**src/sv/mfcs_pkg.sv**
```systemverilog
`default_nettype none
package mfcs_pkg;

    localparam int NUM_CPUS   = 4;
    localparam int NUM_LEVELS = 4;
    localparam int MAX_PROCS  = 16;

    localparam int CPU_W  = 2;
    localparam int LVL_W  = 2;
    localparam int PID_W  = 4;
    localparam int MODE_W = 3;
    localparam int SLICE_W = 8;
    localparam int CNT_W  = $clog2(MAX_PROCS + 1);
    localparam int ADDR_W = LVL_W + PID_W;
    localparam int DEPTH  = NUM_LEVELS * MAX_PROCS;
    localparam int PADDR_W = 3;

    localparam logic [SLICE_W-1:0] QUANTUM_RESET = 8'd4;

    localparam logic [MODE_W-1:0] MODE_PASS   = 3'd0;
    localparam logic [MODE_W-1:0] MODE_RETIRE = 3'd1;
    localparam logic [MODE_W-1:0] MODE_BLOCK  = 3'd2;
    localparam logic [MODE_W-1:0] MODE_TERM   = 3'd3;
    localparam logic [MODE_W-1:0] MODE_ADMIT  = 3'd4;

    localparam logic STATUS_DONE    = 1'b0;
    localparam logic STATUS_IGNORED = 1'b1;

    localparam logic POLICY_PRIO = 1'b0;

    localparam logic REG_POLICY  = 1'b0;
    localparam logic REG_QUANTUM = 1'b1;

    typedef enum logic [1:0] {
        PS_FREE  = 2'd0,
        PS_READY = 2'd1,
        PS_RUN   = 2'd2,
        PS_BLOCK = 2'd3
    } proc_state_t;

endpackage
`default_nettype wire

```
**src/sv/mfcs_ram.sv**
```systemverilog
`default_nettype none
module mfcs_ram #(
    parameter int WIDTH = 4,
    parameter int DEPTH = 64
) (
    input  wire                       aclk,
    input  wire                       wr_en,
    input  wire  [$clog2(DEPTH)-1:0]  wr_addr,
    input  wire  [WIDTH-1:0]          wr_data,
    input  wire  [$clog2(DEPTH)-1:0]  rd_addr,
    output logic [WIDTH-1:0]          rd_data
);
    logic [WIDTH-1:0] mem [DEPTH];

    // one write port, registered read port
    always_ff @(posedge aclk) begin
        if (wr_en) begin
            mem[wr_addr] <= wr_data;
        end
        rd_data <= mem[rd_addr];
    end
endmodule
`default_nettype wire

```
**src/sv/multilevel_feedback_cpu_scheduler.sv**
```systemverilog
// retire, block, terminate, admit and any unknown mode give one result in the cycle after the request
// schedule pass: one result per cpu, each after the previous is taken, produced by
// the check step, the level scan (one level a cycle) and, on a refill, the queue ram read
// a new request is taken only once the last result of the previous one is taken
// reset (aresetn low, synchronous): all cpus idle, queues empty, all processes free
`default_nettype none
module multilevel_feedback_cpu_scheduler (
    input  wire                           aclk,
    input  wire                           aresetn,
    input  wire                           s_valid,
    output logic                          s_ready,
    input  wire  [mfcs_pkg::MODE_W-1:0]   s_mode,
    input  wire  [mfcs_pkg::CPU_W-1:0]    s_cpu_index,
    input  wire  [mfcs_pkg::PID_W-1:0]    s_process_id,
    input  wire  [mfcs_pkg::LVL_W-1:0]    s_start_level,
    output logic                          m_valid,
    input  wire                           m_ready,
    output logic [mfcs_pkg::CPU_W-1:0]    m_cpu_number,
    output logic                          m_cpu_busy,
    output logic [mfcs_pkg::PID_W-1:0]    m_running_process,
    output logic                          m_preempt_valid,
    output logic [mfcs_pkg::PID_W-1:0]    m_preempted_process,
    output logic                          m_status,
    output logic                          m_last,
    input  wire                           psel,
    input  wire                           penable,
    input  wire                           pwrite,
    input  wire  [mfcs_pkg::PADDR_W-1:0]  paddr,
    input  wire  [31:0]                   pwdata,
    output logic [31:0]                   prdata,
    output logic                          pready
);
    import mfcs_pkg::*;

    typedef enum logic [4:0] {
        S_IDLE  = 5'b00001,
        S_CHECK = 5'b00010,
        S_SCAN  = 5'b00100,
        S_FILL  = 5'b01000,
        S_OUT   = 5'b10000
    } state_t;

    state_t state_reg, state_next;

    logic                 policy_reg;
    logic [SLICE_W-1:0]   quantum_reg;

    logic [PID_W-1:0]     head_reg  [NUM_LEVELS];
    logic [CNT_W-1:0]     count_reg [NUM_LEVELS];
    logic [LVL_W-1:0]     plevel_reg [MAX_PROCS];
    proc_state_t          pstat_reg  [MAX_PROCS];
    logic                 occ_reg   [NUM_CPUS];
    logic [PID_W-1:0]     cproc_reg [NUM_CPUS];
    logic [SLICE_W-1:0]   slice_reg [NUM_CPUS];

    logic [CPU_W-1:0]     cpu_reg;
    logic [LVL_W-1:0]     lv_reg;
    logic                 pv_reg;
    logic [PID_W-1:0]     pp_reg;

    logic                 wr_en;
    logic [ADDR_W-1:0]    wr_addr, rd_addr;
    logic [PID_W-1:0]     wr_data, rd_data;

    logic                 s_acc, m_acc, cfg_wr;

    assign s_acc  = s_valid && s_ready;
    assign m_acc  = m_valid && m_ready;
    assign cfg_wr = psel && penable && pwrite && pready;
    assign s_ready = (state_reg == S_IDLE);
    assign pready  = 1'b1;

    // register read back
    always_comb begin
        prdata = 32'd0;
        unique case (paddr[2])
            REG_POLICY:  prdata = {31'd0, policy_reg};
            REG_QUANTUM: prdata = {24'd0, quantum_reg};
            default:     prdata = 32'd0;
        endcase
    end

    // admit helpers
    logic [LVL_W-1:0] adm_lv, adm_q;
    logic             adm_ok;
    assign adm_lv = (32'(s_start_level) < NUM_LEVELS) ? s_start_level
                                                      : LVL_W'(NUM_LEVELS - 1);
    assign adm_q  = (policy_reg == POLICY_PRIO) ? adm_lv : '0;
    assign adm_ok = (32'(s_process_id) < MAX_PROCS)
                 && (pstat_reg[s_process_id] == PS_FREE)
                 && (32'(count_reg[adm_q]) < MAX_PROCS);

    // preempt helpers for the cpu in hand
    logic [PID_W-1:0] pre_p;
    logic [LVL_W-1:0] pre_lv, pre_q;
    logic             pre_push;
    assign pre_p  = cproc_reg[cpu_reg];
    assign pre_lv = (32'(plevel_reg[pre_p]) + 1 < NUM_LEVELS)
                  ? plevel_reg[pre_p] + LVL_W'(1) : plevel_reg[pre_p];
    assign pre_q  = (policy_reg == POLICY_PRIO) ? pre_lv : '0;
    assign pre_push = 32'(count_reg[pre_q]) < MAX_PROCS;

    // ram ports
    always_comb begin
        wr_en   = 1'b0;
        wr_addr = {adm_q, head_reg[adm_q] + count_reg[adm_q][PID_W-1:0]};
        wr_data = s_process_id;
        if (state_reg == S_IDLE) begin
            wr_en = s_acc && (s_mode == MODE_ADMIT) && adm_ok;
        end else if (state_reg == S_CHECK) begin
            wr_en   = occ_reg[cpu_reg] && (slice_reg[cpu_reg] == '0) && pre_push;
            wr_addr = {pre_q, head_reg[pre_q] + count_reg[pre_q][PID_W-1:0]};
            wr_data = pre_p;
        end
    end
    assign rd_addr = {lv_reg, head_reg[lv_reg]};

    mfcs_ram #(.WIDTH(PID_W), .DEPTH(DEPTH)) u_ready_store (
        .aclk    (aclk),
        .wr_en   (wr_en),
        .wr_addr (wr_addr),
        .wr_data (wr_data),
        .rd_addr (rd_addr),
        .rd_data (rd_data)
    );

    // sequencer next state
    always_comb begin
        state_next = state_reg;
        unique case (state_reg)
            S_IDLE:  if (s_acc) state_next = (s_mode == MODE_PASS) ? S_CHECK : S_OUT;
            S_CHECK: state_next = S_SCAN;
            S_SCAN: begin
                if (occ_reg[cpu_reg]) state_next = S_OUT;
                else if (count_reg[lv_reg] != '0) state_next = S_FILL;
                else if (32'(lv_reg) == NUM_LEVELS - 1) state_next = S_OUT;
            end
            S_FILL:  state_next = S_OUT;
            S_OUT: begin
                if (m_acc) state_next = m_last ? S_IDLE : S_CHECK;
            end
            default: state_next = S_IDLE;
        endcase
    end

    // control state and scheduler tables
    always_ff @(posedge aclk) begin
        if (!aresetn) begin
            state_reg   <= S_IDLE;
            policy_reg  <= 1'b0;
            quantum_reg <= QUANTUM_RESET;
            m_valid     <= 1'b0;
            cpu_reg     <= '0;
            lv_reg      <= '0;
            for (int l = 0; l < NUM_LEVELS; l++) begin
                head_reg[l]  <= '0;
                count_reg[l] <= '0;
            end
            for (int p = 0; p < MAX_PROCS; p++) begin
                plevel_reg[p] <= '0;
                pstat_reg[p]  <= PS_FREE;
            end
            for (int c = 0; c < NUM_CPUS; c++) begin
                occ_reg[c]   <= 1'b0;
                cproc_reg[c] <= '0;
                slice_reg[c] <= QUANTUM_RESET;
            end
        end else begin
            state_reg <= state_next;
            if (cfg_wr) begin
                if (paddr[2] == REG_POLICY) policy_reg <= pwdata[0];
                else quantum_reg <= pwdata[SLICE_W-1:0];
            end
            unique case (state_reg)
                S_IDLE: begin
                    if (s_acc) begin
                        m_valid <= (s_mode != MODE_PASS);
                        cpu_reg <= '0;
                        if (s_mode == MODE_ADMIT && adm_ok) begin
                            count_reg[adm_q]          <= count_reg[adm_q] + CNT_W'(1);
                            plevel_reg[s_process_id]  <= adm_lv;
                            pstat_reg[s_process_id]   <= PS_READY;
                        end
                        if ((s_mode == MODE_RETIRE || s_mode == MODE_BLOCK
                             || s_mode == MODE_TERM) && occ_reg[s_cpu_index]) begin
                            if (s_mode == MODE_RETIRE) begin
                                if (slice_reg[s_cpu_index] != '0)
                                    slice_reg[s_cpu_index] <=
                                        slice_reg[s_cpu_index] - SLICE_W'(1);
                            end else begin
                                pstat_reg[cproc_reg[s_cpu_index]] <=
                                    (s_mode == MODE_BLOCK) ? PS_BLOCK : PS_FREE;
                                occ_reg[s_cpu_index]   <= 1'b0;
                                cproc_reg[s_cpu_index] <= '0;
                                slice_reg[s_cpu_index] <= (quantum_reg != '0)
                                    ? quantum_reg - SLICE_W'(1) : '0;
                            end
                        end
                    end
                end
                S_CHECK: begin
                    lv_reg <= '0;
                    if (occ_reg[cpu_reg] && slice_reg[cpu_reg] == '0) begin
                        if (policy_reg == POLICY_PRIO) plevel_reg[pre_p] <= pre_lv;
                        if (pre_push) count_reg[pre_q] <= count_reg[pre_q] + CNT_W'(1);
                        pstat_reg[pre_p]   <= PS_READY;
                        occ_reg[cpu_reg]   <= 1'b0;
                        cproc_reg[cpu_reg] <= '0;
                        slice_reg[cpu_reg] <= quantum_reg;
                    end
                end
                S_SCAN: begin
                    if (occ_reg[cpu_reg]) begin
                        m_valid <= 1'b1;
                    end else if (count_reg[lv_reg] != '0) begin
                        head_reg[lv_reg]  <= head_reg[lv_reg] + PID_W'(1);
                        count_reg[lv_reg] <= count_reg[lv_reg] - CNT_W'(1);
                    end else if (32'(lv_reg) == NUM_LEVELS - 1) begin
                        m_valid <= 1'b1;
                    end else begin
                        lv_reg <= lv_reg + LVL_W'(1);
                    end
                end
                S_FILL: begin
                    occ_reg[cpu_reg]   <= 1'b1;
                    cproc_reg[cpu_reg] <= rd_data;
                    pstat_reg[rd_data] <= PS_RUN;
                    m_valid            <= 1'b1;
                end
                S_OUT: begin
                    if (m_acc) begin
                        m_valid <= 1'b0;
                        cpu_reg <= cpu_reg + CPU_W'(1);
                    end
                end
                default: ;
            endcase
        end
    end

    // result payload
    always_ff @(posedge aclk) begin
        unique case (state_reg)
            S_IDLE: begin
                if (s_acc) begin
                    m_cpu_number        <= '0;
                    m_cpu_busy          <= 1'b0;
                    m_running_process   <= '0;
                    m_preempt_valid     <= 1'b0;
                    m_preempted_process <= '0;
                    m_last              <= 1'b1;
                    m_status            <= STATUS_IGNORED;
                    pv_reg              <= 1'b0;
                    pp_reg              <= '0;
                    if (s_mode == MODE_ADMIT) begin
                        m_status <= adm_ok ? STATUS_DONE : STATUS_IGNORED;
                    end else if (s_mode == MODE_RETIRE || s_mode == MODE_BLOCK
                                 || s_mode == MODE_TERM) begin
                        m_cpu_number <= s_cpu_index;
                        if (occ_reg[s_cpu_index]) begin
                            m_status <= STATUS_DONE;
                            if (s_mode == MODE_RETIRE) begin
                                m_cpu_busy        <= 1'b1;
                                m_running_process <= cproc_reg[s_cpu_index];
                            end
                        end
                    end
                end
            end
            S_CHECK: begin
                pv_reg <= occ_reg[cpu_reg] && (slice_reg[cpu_reg] == '0);
                pp_reg <= (occ_reg[cpu_reg] && slice_reg[cpu_reg] == '0) ? pre_p : '0;
            end
            S_SCAN, S_FILL: begin
                m_cpu_number        <= cpu_reg;
                m_cpu_busy          <= (state_reg == S_FILL) || occ_reg[cpu_reg];
                m_running_process   <= (state_reg == S_FILL) ? rd_data : cproc_reg[cpu_reg];
                m_preempt_valid     <= pv_reg;
                m_preempted_process <= pp_reg;
                m_status            <= STATUS_DONE;
                m_last              <= (32'(cpu_reg) == NUM_CPUS - 1);
            end
            default: ;
        endcase
    end
endmodule
`default_nettype wire

```
**config.mk**
```make
export PLATFORM = sky130hd
export DESIGN_NAME = multilevel_feedback_cpu_scheduler
export DESIGN_NICKNAME = d
export VERILOG_FILES = /design/src/sv/mfcs_pkg.sv /design/src/sv/mfcs_ram.sv /design/src/sv/multilevel_feedback_cpu_scheduler.sv
export SDC_FILE = /design/constraint.sdc
export NUM_CORES = 1
export LEC_CHECK = 0
export BUFFER_PORTS_ARGS = -buffer_cell sky130_fd_sc_hd__clkbuf_2
export CAP_MARGIN = 40
export CORE_ASPECT_RATIO = 0.75
export CORE_MARGIN = 4
export CORE_UTILIZATION = 62
export DETAILED_ROUTE_END_ITERATION = 16
export GPL_TIMING_DRIVEN = 0
export HOLD_SLACK_MARGIN = 0.1
export PLACE_DENSITY = 0.8
export SLEW_MARGIN = 25
export SYNTH_ARGS = -nofsm -noshare
export SYNTH_HDL_FRONTEND = slang
export SYNTH_SLANG_ARGS = --single-unit
```
**constraint.sdc**
```tcl
create_clock -name aclk -period 6.8 [get_ports aclk]
set_input_delay 0.68 -clock aclk [delete_from_list [all_inputs] [get_ports aclk]]
set_output_delay 0.68 -clock aclk [all_outputs]
set_load 0.01 [all_outputs]
```
==> metrics.md <==
| Metric | Value |
|---|---|
| Hold Path Class | `input pin to flop` |
| CTS tree | `yes` |
| Cts repair resizes | `0` |
| Fillcell total | `2351` |
| Largest net degree at the start of global routing | `65` |
| Initial antenna violation count | `1` |
| DIE WIDTH | `223.6 um` |
| Synthesized flop and latch total | `454` |
| Place WS | `943.7 ps` |
| GRT Overall Usage | `29.87%` |
| Post-synthesis compound-gate area fraction | `8.612%` |
| Worst skew pair latency | `570 ps` |
| DP HPWL | `40.61 mm` |
| Worst setup margin | `778.1 ps` |
| H-tree levels | `2` |
| Slew HR | `37.67%` |
| Period utilization | `88.56%` |
| Post-Route WL | `57.51 mm` |
| Initial Utilization | `63.66%` |
| Critical path endpoint category | `flop` |
| R2r worst-path depth | `16` |
| Inserted Clock Buffers | `43` |
| GRT Residual Overflow | `0` |
| Ys flop type | `edfxtp_1` |
| FF-to-FF setup slack | `780 ps` |
| Drt wl/cell | `24.63 um` |
| Slew @ Worst Pin | `927.8 ps` |
| Run status | `finished, final reports clean` |
| Most flops, register | `u_ready_store.mem` |
| Area of the multi-input gates | `7650 um2` |
| Endpoint with the worst hold slack | `quantum_reg[2]$_SDFFE_PN1P_` |
| Hold Startpoint | `pwdata[2]` |
| Post-Synth Simple-Gate Area | `13.44%` |
| Synth Area in Adders | `0.9607%` |
| R2R Path End | `u_ready_store.mem[18][1]$_DFFE_PP_` |
| First-pass GRT wire length | `86.48 mm` |
| Synth Instances | `1718` |
| Final min period | `6022 ps` |
| Initial DRT Pass Iterations | `6` |
| Cell chain of the critical path | `buf_6, mux4_2, clkbuf_1, a32oi_1, nand4_2, nand2_1, buf_2, o21ai_0, a221oi_1, xnor2_1, ha_1, nor3b_1, o21ai_0, or2_2, buf_1, nor3_1` |
| Setup bufs post-CTS | `0` |
| Mux contribution to synthesized area | `10.93%` |
| Antenna Cells | `0` |
| Largest family of logic cells by synthesized area | `simple AND/OR/NAND/NOR gates` |
| IO Pins | `102` |
| Avg Cell Area, Syn | `12.58 um2` |
| Flip-flop count of the largest register after layout | `256` |
| Worst clock skew | `24.15 ps` |
| Final nets | `1919` |
| Slowest CP cell | `nor3_1` |
| Max_cap viols | `0` |
| Unique masters post-synth | `74` |
| VDD IR max | `237.3 uV` |
| Mapped cell area | `21620 um2` |
| Critical path type | `flop to flop` |
| Number of setup violations in the final report | `0` |
| Sink Count | `454` |
| Core Footprint | `33960 um2` |
| Die Footprint | `37950 um2` |
| Synth Area in XOR/XNOR | `0.8102%` |
| RSZ-0062 raised after global routing | `no` |
| Residual DRC | `0` |
| Critical Path RT | `6990 ps` |
| Number of buffers inserted by hold repair at cts | `0` |
| Max-slew violations | `0` |
| Seq/Total Area, Yosys | `61.67%` |
| Post-synth EDFFs | `424` |
| Row cnt | `58` |
| CTS Root Cell | `clkbuf_16` |
| CP most frequent cell | `o21ai_0` |
| Share of layout cells above drive strength 1 | `14.38%` |
| Vias | `15550` |
| CP peak stage delay | `670 ps` |
| Routability cong. | `0.9306` |
| Buffers added on ports | `45` |
| Area growth syn-to-layout | `11.26%` |
| CP Launch Type | `flop` |
| Max frequency | `166.1 MHz` |
| Final core utilization | `70.83%` |
| Die Ht | `169.7 um` |
| Antenna Nets Post-Route | `0` |
| Cell Pwr Density | `259.7 nW/um2` |
| Total leakage power | `8.306 nW` |
| Number of global-route vias before repair | `14741` |
| Vias per inst | `6.660` |
| Synth warn | `0` |
| CTS max path bufs | `3` |
| Critical Path AT | `6210 ps` |
| Cell depth of the worst hold path | `3` |
| Register Area | `13330 um2` |
| Final-report hold violation count | `0` |
| Critical Path Fanout Max | `10` |
| Clock slew at reported path FFs | `60 ps` |
| Async S/R FF share, synth | `0%` |
| 1st-iter DRT viols | `2397` |
## cells in the mapped netlist, types with 30 or more instances
library cell / number / area (um2)
edfxtp_1: 424 / 12730
and2_1: 36 / 225.2
a21oi_1: 86 / 430.4
mux2i_1: 91 / 910.9
mux4_2: 63 / 1419
nand2_1: 169 / 634.4
dfxtp_1: 30 / 600.6
o21ai_0: 52 / 260.3
inv_1: 41 / 153.9
nor3_1: 72 / 360.4
o221ai_1: 33 / 289.0
clkbuf_1: 64 / 240.2
nor2_1: 201 / 754.5
## placed cells by master (no fill, tap or decap), types with 7 or more instances in the layout
cell type,instances
mux2i_1,91
dfxtp_1,30
conb_1,25
a211oi_1,9
nand2b_1,13
buf_2,10
and3_1,11
clkbuf_1,75
a21o_1,8
xnor2_1,15
o22ai_1,29
o221ai_1,33
o21ai_0,51
mux4_2,63
edfxtp_1,424
buf_6,13
or3_1,13
nand3b_1,7
buf_4,30
ha_1,15
a21oi_1,85
buf_1,18
a31oi_1,9
nor2_1,201
clkbuf_2,46
clkbuf_16,44
or2_2,23
inv_1,41
nor3_1,72
nor4_1,13
clkinv_1,16
nand3_1,26
nand2_1,166
nor3b_1,9
nand4_1,7
and2_1,36
a22oi_1,9
## per-stage QoR
stage / cells / total power, W / hold WS (ps) / setup TNS (ps) / cell area (um2)
2_1_floorplan: 1741 / 0.003726 / 445.8 / 0 / 21710
3_3_place_gp: 2236 / 0.003949 / 458.5 / -74300 / 22490
3_5_place_dp: 2241 / 0.003977 / 477.3 / 0 / 22620
4_1_cts: 2321 / 0.006220 / 317.6 / 0 / 23940
5_1_grt: 2335 / 0.006454 / 326.0 / 0 / 24050
6_report: 2335 / 0.006248 / 328.0 / 0 / 24050
## cell families (layout without fill, tap and decap cells)
kind of cell	Yosys count	after routing
DFF	454	454
AOI/OAI and AO/OA	285	285
buffers and inverters	164	308
adders and majority gates	16	16
muxes	157	157
xor gates and xnor gates	20	20
other	2	25
and+or+nand+nor	620	620
## final cells by class
type | count | area share, %
sequential | 454 | 55.43
multi-input combinational | 1123 | 31.80
clock buffer | 55 | 4.749
buffer | 121 | 2.512
tap | 450 | 2.341
timing repair buffer | 64 | 1.769
clock inverter | 25 | 0.7282
inverter | 43 | 0.6710
## how the worst max path moves through the flow
stage	from	to	slack [ps]	cells after the start
after detailed placement	flop	u_ready_store.mem[18][2]$_DFFE_PP_	940	16
after CTS	flop	u_ready_store.mem[18][1]$_DFFE_PP_	890	16
after global placement	state_reg[4]$_SDFFE_PN0P_	u_ready_store.mem[11][2]$_DFFE_PP_	-1160	5
after floorplan	state_reg[4]$_SDFFE_PN0P_	u_ready_store.mem[0][2]$_DFFE_PP_	1970	5
after global routing	flop	u_ready_store.mem[17][2]$_DFFE_PP_	460	16
final	flop	u_ready_store.mem[18][1]$_DFFE_PP_	780	16
## where the power goes
part | total, W | leakage (nW) | switching, W | internal [W]
Sequential | 0.00321 | 4.25 | 0.0000479 | 0.00316
Combinational | 0.000753 | 3.41 | 0.000502 | 0.000251
Clock | 0.00229 | 0.640 | 0.00102 | 0.00127
## worst max-delay path: cells and delay by family (launching register included)
family,cells,cell delay [ps]
fa+ha+maj,1,390
simple gates,5,1820
xor+xnor,1,190
buf+inv,4,1060
flops,1,330
compound gates,4,1260
mux,1,580
## metal layers
metal  GRT usage (%)  part of all wire [%]
met3           10.55                    15
met5           1.365                  0.14
met2           43.00                    43
met1           44.25                    39
met4           7.233                   2.5
No activity file was read; power rests on OpenSTA's default activity.
